**src/rtl/fsc_pkg.sv**
```systemverilog
// ----------------------------------------------------------------------------
// fsc_pkg
// shared widths, action codes and the rule table of the fuzzy speed controller
// ----------------------------------------------------------------------------
package fsc_pkg;

  localparam int DATA_W        = 16;
  localparam int SCORE_W       = 13;
  localparam int ACTION_W      = 3;
  localparam int NUM_SETS      = 5;
  localparam int FRAC_BITS_DEF = 8;

  // ends of the raw input range, used where a set runs off either end
  localparam int RAW_LO = -32768;
  localparam int RAW_HI = 32767;

  typedef enum logic [ACTION_W-1:0] {
    ACT_BRAKE_HARD = 3'd0,
    ACT_SLOW_DOWN  = 3'd1,
    ACT_MAINTAIN   = 3'd2,
    ACT_SPEED_UP   = 3'd3,
    ACT_FLOOR_IT   = 3'd4
  } action_t;

  // rows: distance set, columns: delta set
  localparam action_t RULES [NUM_SETS][NUM_SETS] = '{
    '{ACT_BRAKE_HARD, ACT_BRAKE_HARD, ACT_SLOW_DOWN, ACT_SLOW_DOWN, ACT_MAINTAIN},
    '{ACT_BRAKE_HARD, ACT_SLOW_DOWN,  ACT_SLOW_DOWN, ACT_MAINTAIN,  ACT_SPEED_UP},
    '{ACT_SLOW_DOWN,  ACT_SLOW_DOWN,  ACT_MAINTAIN,  ACT_SPEED_UP,  ACT_SPEED_UP},
    '{ACT_SLOW_DOWN,  ACT_MAINTAIN,   ACT_SPEED_UP,  ACT_SPEED_UP,  ACT_FLOOR_IT},
    '{ACT_MAINTAIN,   ACT_SPEED_UP,   ACT_SPEED_UP,  ACT_FLOOR_IT,  ACT_FLOOR_IT}
  };

endpackage

```
**src/rtl/fuzzy_speed_controller.sv**
```systemverilog
// ----------------------------------------------------------------------------
// fuzzy_speed_controller
// fuzzy speed advice for a following car from gap and gap change
// ----------------------------------------------------------------------------
// usage
//   request channel: drive distance and distance_delta (signed fixed point,
//   FRAC_BITS fraction bits) and raise start; the request is taken at any
//   rising edge where start is high and busy is low
//   busy is high only while rst is held, so a request fits in every cycle
//   result channel: done is high for exactly one cycle, and action plus the
//   five score ports are valid in that cycle; there is no backpressure, the
//   receiver must take the result when done is high
// timing
//   one request per cycle sustained; done follows the request through the
//   input register, the grade register (trapezoid grading with the two
//   reciprocal multipliers), the score register (min and rule sums) and the
//   result register (argmax)
// reset
//   synchronous rst clears every stage valid, so requests in flight are
//   dropped and no done is given for them
// ----------------------------------------------------------------------------
module fuzzy_speed_controller import fsc_pkg::*; #(
  parameter int FRAC_BITS = FRAC_BITS_DEF
) (
  input  logic                     clk,
  input  logic                     rst,
  input  logic                     start,
  output logic                     busy,
  input  logic signed [DATA_W-1:0] distance,
  input  logic signed [DATA_W-1:0] distance_delta,
  output logic                     done,
  output logic [ACTION_W-1:0]      action,
  output logic [SCORE_W-1:0]       score_brake_hard,
  output logic [SCORE_W-1:0]       score_slow_down,
  output logic [SCORE_W-1:0]       score_maintain,
  output logic [SCORE_W-1:0]       score_speed_up,
  output logic [SCORE_W-1:0]       score_floor_it
);

  localparam int GW    = FRAC_BITS + 1;
  localparam int SUM_W = FRAC_BITS + 4;

  // request handshake
  logic accept;

  // stage valids
  logic in_valid;
  logic grade_valid;
  logic score_valid;

  // stage registers and their next values
  logic signed [DATA_W-1:0] held_distance;
  logic signed [DATA_W-1:0] held_delta;
  logic [GW-1:0]            dist_grades        [NUM_SETS];
  logic [GW-1:0]            delta_grades       [NUM_SETS];
  logic [GW-1:0]            dist_grades_next   [NUM_SETS];
  logic [GW-1:0]            delta_grades_next  [NUM_SETS];
  logic [SUM_W-1:0]         scores             [NUM_SETS];
  logic [SUM_W-1:0]         scores_next        [NUM_SETS];
  action_t                  action_next;

  // never stalls, only held off while in reset
  assign busy   = rst;
  assign accept = start && !busy;

  // stage 1: grade both inputs against their sets
  fsc_fuzzify #(
    .FRAC_BITS (FRAC_BITS)
  ) u_fuzzify (
    .distance       (held_distance),
    .distance_delta (held_delta),
    .dist_grade     (dist_grades_next),
    .delta_grade    (delta_grades_next)
  );

  // stage 2: rule strengths summed per action
  fsc_infer #(
    .FRAC_BITS (FRAC_BITS)
  ) u_infer (
    .dist_grade  (dist_grades),
    .delta_grade (delta_grades),
    .score       (scores_next)
  );

  // stage 3: strictly largest full-width sum, first one wins ties,
  // all zero falls back to brake hard
  always_comb begin
    logic [SUM_W-1:0] best;
    best        = '0;
    action_next = ACT_BRAKE_HARD;
    for (int k = 0; k < NUM_SETS; k++) begin
      if (scores[k] > best) begin
        best        = scores[k];
        action_next = action_t'(k);
      end
    end
  end

  // valid chain
  always_ff @(posedge clk) begin
    if (rst) begin
      in_valid    <= 1'b0;
      grade_valid <= 1'b0;
      score_valid <= 1'b0;
      done        <= 1'b0;
    end else begin
      in_valid    <= accept;
      grade_valid <= in_valid;
      score_valid <= grade_valid;
      done        <= score_valid;
    end
  end

  // payload, loaded only when the stage below holds a live request
  always_ff @(posedge clk) begin
    if (accept) begin
      held_distance <= distance;
      held_delta    <= distance_delta;
    end
    if (in_valid) begin
      dist_grades  <= dist_grades_next;
      delta_grades <= delta_grades_next;
    end
    if (grade_valid) begin
      scores <= scores_next;
    end
    if (score_valid) begin
      action           <= action_next;
      // sums wider than the port wrap to the low bits
      score_brake_hard <= SCORE_W'(scores[ACT_BRAKE_HARD]);
      score_slow_down  <= SCORE_W'(scores[ACT_SLOW_DOWN]);
      score_maintain   <= SCORE_W'(scores[ACT_MAINTAIN]);
      score_speed_up   <= SCORE_W'(scores[ACT_SPEED_UP]);
      score_floor_it   <= SCORE_W'(scores[ACT_FLOOR_IT]);
    end
  end

  // every request gives exactly one done
  assert property (@(posedge clk) disable iff (rst) accept |-> ##4 done)
    else $error("request without result");

  assert property (@(posedge clk) disable iff (rst) done |-> $past(accept, 4))
    else $error("result without request");

  // no cell fired: fall back to brake hard
  assert property (@(posedge clk) disable iff (rst)
    score_valid && scores[ACT_BRAKE_HARD] == '0 && scores[ACT_SLOW_DOWN] == '0 &&
    scores[ACT_MAINTAIN] == '0 && scores[ACT_SPEED_UP] == '0 &&
    scores[ACT_FLOOR_IT] == '0 |=> action == ACT_BRAKE_HARD)
    else $error("all-zero scores did not pick brake hard");

endmodule

```
**src/rtl/fsc_fuzzify.sv**
```systemverilog
// ----------------------------------------------------------------------------
// fsc_fuzzify
// grades distance and delta against their five trapezoid sets
// ----------------------------------------------------------------------------
module fsc_fuzzify import fsc_pkg::*; #(
  parameter int FRAC_BITS = FRAC_BITS_DEF
) (
  input  logic signed [DATA_W-1:0] distance,
  input  logic signed [DATA_W-1:0] distance_delta,
  output logic [FRAC_BITS:0]       dist_grade  [NUM_SETS],
  output logic [FRAC_BITS:0]       delta_grade [NUM_SETS]
);

  localparam int GW   = FRAC_BITS + 1;
  localparam int XW   = DATA_W + 2;
  localparam int HALF = 1 << (FRAC_BITS - 1);
  localparam int ONE  = 1 << FRAC_BITS;

  localparam logic [GW-1:0] ONE_G = {1'b1, {FRAC_BITS{1'b0}}};

  // long ramps that run to the range ends: q = floor(n * ONE / K) as (n * M) >> 2*N_W
  localparam int     N_W   = DATA_W - 1;
  localparam int     SHIFT = 2 * N_W;
  localparam int     MW    = FRAC_BITS + N_W + 2;
  localparam int     PW    = N_W + MW;
  localparam longint K_SF  = longint'(RAW_HI) + 1 - ONE;
  localparam longint K_GF  = longint'(RAW_HI) - ONE;
  localparam longint M_SF  = ((longint'(1) <<< (SHIFT + FRAC_BITS)) + K_SF - 1) / K_SF;
  localparam longint M_GF  = ((longint'(1) <<< (SHIFT + FRAC_BITS)) + K_GF - 1) / K_GF;

  // ramp of width HALF << k
  function automatic logic [GW-1:0] ramp(input logic signed [XW-1:0] diff, input int k);
    logic [XW:0] dbl;
    dbl = {diff, 1'b0};
    return GW'(dbl >> k);
  endfunction

  function automatic logic [GW-1:0] trap(input logic signed [XW-1:0] x,
                                         input int a, input int b, input int c, input int d,
                                         input logic [GW-1:0] rise, input logic [GW-1:0] fall);
    logic [GW-1:0] g;
    if (x < a || x > d) begin
      g = '0;
    end else if (x < b) begin
      g = rise;
    end else if (x <= c) begin
      g = ONE_G;
    end else begin
      g = fall;
    end
    return g;
  endfunction

  logic signed [XW-1:0] dx;
  logic signed [XW-1:0] vx;
  logic [N_W-1:0]       n_sf;
  logic [N_W-1:0]       n_gf;
  logic [PW-1:0]        p_sf;
  logic [PW-1:0]        p_gf;
  logic [GW-1:0]        rec_sf;
  logic [GW-1:0]        rec_gf;

  assign dx = XW'(distance);
  assign vx = XW'(distance_delta);

  assign n_sf   = N_W'(vx - RAW_LO);
  assign n_gf   = N_W'(RAW_HI - vx);
  assign p_sf   = PW'(n_sf) * PW'(M_SF);
  assign p_gf   = PW'(n_gf) * PW'(M_GF);
  assign rec_sf = p_sf[SHIFT +: GW];
  assign rec_gf = p_gf[SHIFT +: GW];

  always_comb begin
    dist_grade[0] = trap(dx, RAW_LO, RAW_LO, HALF, ONE,
                         '0, ramp(XW'(ONE - dx), 0));
    dist_grade[1] = trap(dx, HALF, ONE, ONE, 2 * ONE,
                         ramp(XW'(dx - HALF), 0), ramp(XW'(2 * ONE - dx), 1));
    dist_grade[2] = trap(dx, ONE, 2 * ONE, 2 * ONE, 3 * ONE,
                         ramp(XW'(dx - ONE), 1), ramp(XW'(3 * ONE - dx), 1));
    dist_grade[3] = trap(dx, 2 * ONE, 3 * ONE, 3 * ONE, 4 * ONE,
                         ramp(XW'(dx - 2 * ONE), 1), ramp(XW'(4 * ONE - dx), 1));
    dist_grade[4] = trap(dx, 3 * ONE, 5 * ONE, RAW_HI, RAW_HI,
                         ramp(XW'(dx - 3 * ONE), 2), '0);

    delta_grade[0] = trap(vx, RAW_LO, -ONE, -ONE, -HALF,
                          rec_sf, ramp(XW'(-HALF - vx), 0));
    delta_grade[1] = trap(vx, -ONE, -HALF, -HALF, 0,
                          ramp(XW'(vx + ONE), 0), ramp(XW'(0 - vx), 0));
    delta_grade[2] = trap(vx, -HALF, 0, 0, HALF,
                          ramp(XW'(vx + HALF), 0), ramp(XW'(HALF - vx), 0));
    delta_grade[3] = trap(vx, 0, HALF, HALF, ONE,
                          ramp(XW'(vx - 0), 0), ramp(XW'(ONE - vx), 0));
    delta_grade[4] = trap(vx, HALF, ONE, ONE, RAW_HI,
                          ramp(XW'(vx - HALF), 0), rec_gf);
  end

endmodule

```
**src/rtl/fsc_infer.sv**
```systemverilog
// ----------------------------------------------------------------------------
// fsc_infer
// min of each grade pair, summed per action through the rule table
// ----------------------------------------------------------------------------
module fsc_infer import fsc_pkg::*; #(
  parameter int FRAC_BITS = FRAC_BITS_DEF
) (
  input  logic [FRAC_BITS:0]   dist_grade  [NUM_SETS],
  input  logic [FRAC_BITS:0]   delta_grade [NUM_SETS],
  output logic [FRAC_BITS+3:0] score       [NUM_SETS]
);

  localparam int GW    = FRAC_BITS + 1;
  localparam int SUM_W = FRAC_BITS + 4;

  always_comb begin
    logic [GW-1:0] s;
    s = '0;
    for (int a = 0; a < NUM_SETS; a++) begin
      score[a] = '0;
    end
    for (int i = 0; i < NUM_SETS; i++) begin
      for (int j = 0; j < NUM_SETS; j++) begin
        s = (dist_grade[i] < delta_grade[j]) ? dist_grade[i] : delta_grade[j];
        score[RULES[i][j]] = score[RULES[i][j]] + SUM_W'(s);
      end
    end
  end

endmodule
```
**config.mk**
```make
export PLATFORM = sky130hd
export DESIGN_NAME = fuzzy_speed_controller
export DESIGN_NICKNAME = d
export VERILOG_FILES = /design/src/rtl/fsc_pkg.sv /design/src/rtl/fuzzy_speed_controller.sv /design/src/rtl/fsc_fuzzify.sv /design/src/rtl/fsc_infer.sv
export SDC_FILE = /design/constraint.sdc
export NUM_CORES = 1
export LEC_CHECK = 0
export ABC_AREA = 1
export BUFFER_PORTS_ARGS = -buffer_cell sky130_fd_sc_hd__clkbuf_2
export CAP_MARGIN = 20
export CORE_MARGIN = 2
export CORE_UTILIZATION = 50
export CTS_CLUSTER_SIZE = 14
export DETAILED_ROUTE_END_ITERATION = 8
export HOLD_SLACK_MARGIN = 0.08
export MAX_ROUTING_LAYER = met4
export PLACE_DENSITY_LB_ADDON = 0.15
export REMOVE_ABC_BUFFERS = 1
export SLEW_MARGIN = 20
export SYNTH_ARGS = -nofsm -noshare
export SYNTH_HDL_FRONTEND = slang
export SYNTH_SLANG_ARGS = --single-unit
```
**constraint.sdc**
```tcl
create_clock -name clk -period 7.31 [get_ports clk]
set_clock_uncertainty 0.1 [all_clocks]
set_input_delay 0.731 -clock clk [delete_from_list [all_inputs] [get_ports clk]]
set_output_delay 0.731 -clock clk [all_outputs]
set_load 0.01 [all_outputs]
```
## Word level (Yosys, flattened, before mapping)

Cells that the tools add are included.

| word-level totals | value |
|---|---|
| register bits after elaboration | 249 |
| bits of input ports | 35 |
| output and inout port bits | 70 |
| logic and storage cells | 204 |

| cells by class | value |
|---|---|
| add/sub/neg operators | 37 |
| multipliers | 2 |
| $lt $le $gt $ge | 62 |
| multiplexer cells | 51 |
| reduce and logical (&&, ||, !) cells | 19 |

Operator list:

| cell | count |
|---|---|
| 2-to-1 mux 9 bit | 44 |
| less-than comparator 9 bit | 25 |
| adder 12 x 9 -> 12 bit | 15 |
| multiplier 15 x 24 -> 39 bit, second input constant | 2 |
| adder 9 x 9 -> 10 bit | 5 |
| > comparator 12 bit | 4 |
| less-or-equal comparator 16 x 9 -> 1 bit, second input constant | 3 |
| less-than comparator 16 x 9 -> 1 bit, second input constant | 3 |
| 2-to-1 mux 12 bit | 4 |
| > comparator 16 x 10 -> 1 bit, second input constant | 2 |
| > comparator 16 x 11 -> 1 bit, second input constant | 2 |
| > comparator 16 bit, second input constant | 2 |
| less-or-equal comparator 16 x 10 -> 1 bit, second input constant | 2 |
| less-or-equal comparator 16 x 11 -> 1 bit, second input constant | 2 |
| less-than comparator 16 x 10 -> 1 bit, second input constant | 2 |
| less-than comparator 16 x 11 -> 1 bit, second input constant | 2 |
| less-than comparator 16 bit, second input constant | 2 |
| subtractor 1 x 8 -> 8 bit, first input constant | 3 |
| subtractor 1 x 9 -> 9 bit, first input constant | 2 |
| > comparator 16 x 1 -> 1 bit, second input constant | 1 |
| > comparator 16 x 12 -> 1 bit, second input constant | 1 |
| > comparator 16 x 8 -> 1 bit, second input constant | 1 |
| > comparator 16 x 9 -> 1 bit, second input constant | 1 |
| less-or-equal comparator 16 x 1 -> 1 bit, second input constant | 1 |
| 23 further kinds | 40 |

## Depth between registers and ports, before layout

| logic depth | value |
|---|---|
| word-level depth | 9 |
| mapped depth | 46 |

## Modules after synthesis

A second synthesis with hierarchy kept.

| unflattened totals | value |
|---|---|
| cell total of the unflattened synthesis | 4003 |
| area, all modules | 32013.2 um^2 |

By module, submodules not included:

| module | instances | cells each | area each (um^2) |
|---|---|---|---|
| fsc_infer | 1 | 2202 | 14481.4 |
| fuzzy_speed_controller | 1 | 582 | 9556.7 |
| fsc_fuzzify | 1 | 1219 | 7975.1 |

## Worst setup path after synthesis

Ideal clock, no wire load.

| timing | value |
|---|---|
| path kind | register to register |
| start point | reg delta_grades[4] in the netlist's numbering |
| end point | reg scores[21] in the netlist's numbering, data pin |
| setup time | 0.252 ns |
| data arrival time | 5.521 ns |
| path slack | 1.436 ns |
| cell stages (with the launch flop) | 30 |
| path buffers | 1 |
| period minus slack after synthesis | 5.874 ns |
| cells stage by stage | edfxtp_1 -> inv_1 -> ha_1 -> inv_1 -> nor3_1 -> o211ai_1 -> o2111ai_1 -> clkbuf_1 -> o21ai_0 -> ha_1 -> fa_1 -> nand3_1 -> nand2_1 -> or2_2 -> nand2_1 -> inv_1 -> fa_1 -> fa_1 -> fa_1 -> ha_1 -> a21oi_1 -> o21ai_0 -> nand2_1 -> nand2_1 -> nand2_1 -> a21oi_1 -> o21ai_0 -> nand2_1 -> nand2_1 -> nand2_1 |

RTL lines:

| element | RTL line | RTL |
|---|---|---|
| start, declared | fuzzy_speed_controller.sv:55 | `logic [GW-1:0] delta_grades [NUM_SETS];` |
| start signal, assigned | fuzzy_speed_controller.sv:122 | `delta_grades <= delta_grades_next;` |
| end signal, assigned | fuzzy_speed_controller.sv:125 | `scores <= scores_next;` |
| end, declared | fuzzy_speed_controller.sv:58 | `logic [SUM_W-1:0] scores [NUM_SETS];` |

## Final worst setup path

| timing | value |
|---|---|
| start point | reg scores[58] in the netlist's numbering |
| end point | reg action[2], data pin |

| on the way | value |
|---|---|
| word-level cells in the longest chain between the ends | 9 |

RTL lines:

| element | RTL line | RTL |
|---|---|---|
| > comparator 12 x 1 -> 1 bit | fuzzy_speed_controller.sv:92 | `if (scores[k] > best) begin` |
| 2-to-1 mux 12 bit * | fuzzy_speed_controller.sv:92 |  |
| > comparator 12 bit | fuzzy_speed_controller.sv:92 |  |
| 2-to-1 mux 12 bit * | fuzzy_speed_controller.sv:92 |  |
| > comparator 12 bit | fuzzy_speed_controller.sv:92 |  |
| 2-to-1 mux 12 bit * | fuzzy_speed_controller.sv:92 |  |
| > comparator 12 bit | fuzzy_speed_controller.sv:92 |  |
| 2-to-1 mux 12 bit | fuzzy_speed_controller.sv:92 |  |
| > comparator 12 bit | fuzzy_speed_controller.sv:92 |  |
| end signal, assigned | fuzzy_speed_controller.sv:128 | `action <= action_next;` |
| end, declared | fuzzy_speed_controller.sv:32 | `output logic [ACTION_W-1:0] action,` |

Mark *: on every way between the ends. The rest lies on a longest branch, timed or not.
A chain may end at the register's enable or synchronous reset.

==> reports/qor.txt <==
Result of the run -> complete, but fails checks
Violations in the final reports -> DRC
Min setup slack post-route -> 0.594 ns
Total I/O pin count -> 105
Power density normalized to cell area -> 469 mW/mm²
Pre-CTS worst setup slack -> 0.637 ns
Distinct cell type count of the synthesized netlist -> 54
Mapped Cells -> 3530
First-pass GRT wire length -> 138 mm
Sum of overflow across all layers after global routing -> 0
Largest net degree at the start of global routing -> 63
Slowest cell on the critical path -> o21ai_0
Achievable frequency -> 149 MHz
Portion of the clock cycle consumed by the worst path in the final layout -> 0.919
Count of final setup violators -> 0
Register bit count reported by yosys -> 241
Met3 layer usage reported by global route -> 0.0394
CTS root buffer -> clkbuf_16
Post-route cell area -> 0.0313 mm²
Slowest Stage Delay on Critical Path -> 0.59 ns
Number of port buffers -> 97
Largest buffer count on any clock path -> 3
EDFF count, synth -> 237
Routing usage on met2 -> 0.469
Leakage power figure -> 15.5 nW
Sum of negative setup slack -> 0 ns
Startpoint of the lowest-slack hold path -> distance[13]
Synth Warn # -> 0
Post-route DRC -> 1
Portion of the post-synthesis area used by sequential elements -> 0.250
Area growth from synthesis to layout -> 9.02%
Synth Area per Inst -> 8.14 µm²
Netlist area before placement -> 0.0287 mm²
Share of async-settable or async-resettable flops after synthesis -> 0
Area share of the largest cell type after synthesis -> 0.248
Register-to-register setup slack -> 0.59 ns
Overall routed net length -> 90.5 mm
Number of max-slew violations in the final report -> 0
Worst flop-to-flop path endpoint -> action[2]
Commonest cells in the netlist -> nand2_1, ha_1, inv_1, a21oi_1, o21ai_0
Post-CTS Hold Buffers -> 0
Initial antenna violation count -> 0
Clock-pin transition on the worst setup and hold timing paths -> 0.06 ns
Main area contributors after synthesis -> edfxtp_1, ha_1, nand2_1
Count of antenna-violating nets left after detailed routing -> 0
Final period demand of the worst path -> 6.72 ns
Met1 Use GR -> 0.426
Violation count after the first detailed-route iteration -> 2214
Source of the worst register-to-register timing path -> scores[58]
Standard-cell row count -> 87
Starting utilization of the core area -> 0.508
Most used routing layer -> met2
Hold Path Depth -> 1
Die Y-Extent -> 244 µm
Detail-routed net length per standard cell -> 20.4 µm
Worst endpoint data arrival time -> 6.96 ns
Placed inst area -> 0.0303 mm²
Most used cell along the critical path -> nand2_1
Dominant synthesized flop cell -> edfxtp_1
TritonCTS Sinks -> 241
Number of failing hold endpoints at the final stage -> 0
Worst Hold Path EP -> held_distance[13]
Cell with the most instances after synthesis -> nand2_1
Endpoint kind of the worst setup timing path -> register
Deepest level of the CTS H-tree -> 1
Via/cell ratio -> 5.61
Filler Cells Inserted -> 5404
Antenna diodes -> 0
Number of global-route vias before repair -> 23600
Largest fanout on the critical path -> 25
CTS tree -> built
Pin slew with the least headroom to its limit -> 0.925 ns
Post-detail-place hpwl -> 73.3 mm
Final Total Pwr -> 14.7 mW
Worst setup path category -> register to register
Unrepaired setup endpoints after global routing -> no
Number of nets in the layout -> 4386
Placeable Area -> 0.0566 mm²
Largest area contributor in the netlist -> edfxtp_1
Ratio of cells with drive above 1 in the final layout -> 0.0658
Clock latency on the worst-skew pair -> 0.62 ns
PostCTS Resize Cnt -> 0
Post-CTS Repair Setup Buffers -> 0
Total via count in the routed design -> 24900
Worst min-delay path category -> input pin to register
Die width -> 244 µm
Global placer's final weighted congestion -> 1.06
Die Area -> 0.0594 mm²
Req. time, crit path -> 7.56 ns
Critical Path Source Type -> register
Total clock buffers created by CTS -> 30
Global Route Usage Sum -> 0.312
R2R cell count -> 40
VDD IR-drop max -> 0.000467 V
Number of iterations in the first detailed-routing pass -> 9
Worst slew margin relative to its limit -> 0.383
Reported max-cap violation count -> 0
-- logic make-up after synthesis --
kind of cell,Yosys count,synth area share
AO/OA/AOI/OAI,718,0.138
XOR/XNOR,70,0.0213
adder cells (fa/ha/maj),696,0.337
buffers and inverters,584,0.0782
flip-flops,241,0.250
other,1,0.000130
AND/OR/NAND/NOR,1220,0.174
-- through the flow --
| stage | hold WS, ns | std cells | utilization |
|---|---|---|---|
| after global placement | 0.350 | 4376 | 0.534 |
| after floorplan | 0.326 | 3486 | - |
| after CTS | 0.206 | 4432 | 0.553 |
| after detailed placement | 0.344 | 4376 | 0.534 |
| final | 0.219 | 4435 | 0.554 |
| after global routing | 0.209 | 4435 | 0.554 |
-- layout make-up --
cell class / count / area, µm² / area share
timing repair buffer: 137 / 798 / 0.0255
clock buffer: 35 / 821 / 0.0262
clock inverter: 21 / 229 / 0.00731
inverter: 534 / 2000 / 0.0640
multi-input combinational: 2711 / 19300 / 0.617
tap: 756 / 946 / 0.0302
sequential: 241 / 7200 / 0.230
-- power breakdown --
group	total, mW	switching (mW)	internal, mW
clock	1.58	0.631	0.946
combinational	10.6	6.44	4.14
sequential	2.55	0.272	2.28
-- routing by layer --
layer  part of all wire  wire length [µm]
met1               0.45             40300
met2               0.43             38800
met3              0.076              6890
met4              0.049              4480
met5                  0                 0
-- worst max-delay path: cells and delay by family (launching register included) --
kind,cells,cell delay [ns]
flip-flops,1,0.41
buffers and inverters,5,0.50
AND/OR/NAND/NOR,26,3.07
AO/OA/AOI/OAI,5,1.22
adder cells (fa/ha/maj),4,1.16
-- worst max-delay path by stage --
| stage | from | endpoint | slack, ns | depth (start not counted) |
|---|---|---|---|---|
| 2_1_floorplan | delta_grades[8] | scores[21] | 1.42 | 26 |
| 3_3_place_gp | delta_grades[26] | scores[46] | 0.63 | 24 |
| 3_5_place_dp | delta_grades[24] | scores[46] | 0.64 | 24 |
| 4_1_cts | scores[58] | action[2] | 0.58 | 42 |
| 5_1_grt | scores[58] | action[2] | 0.03 | 42 |
| 6_report | scores[58] | action[2] | 0.59 | 40 |
-- cell usage in the layout (no fill, tap or decap), types with 37 or more instances in the layout --
cell / synthesis / final
nand2_1: 831 / 831
ha_1: 564 / 564
inv_1: 518 / 518
a21oi_1: 284 / 284
o21ai_0: 284 / 284
edfxtp_1: 237 / 237
nor2_1: 171 / 170
fa_1: 132 / 132
nand3_1: 103 / 103
clkbuf_2: 0 / 97
xor2_1: 53 / 53
buf_4: 9 / 37
-- state kept, by name, summed over array words and instances, names as in the netlist --
signal / flops
score_brake_hard: 11
score_speed_up: 12
score_valid: 1
delta_grades: 42
score_maintain: 12
done: 1
dist_grades: 44
score_floor_it: 11
held_delta: 16
in_valid: 1
grade_valid: 1
scores: 58
score_slow_down: 12
action: 3
held_distance: 16
No activity file was read; power rests on OpenSTA's default activity.
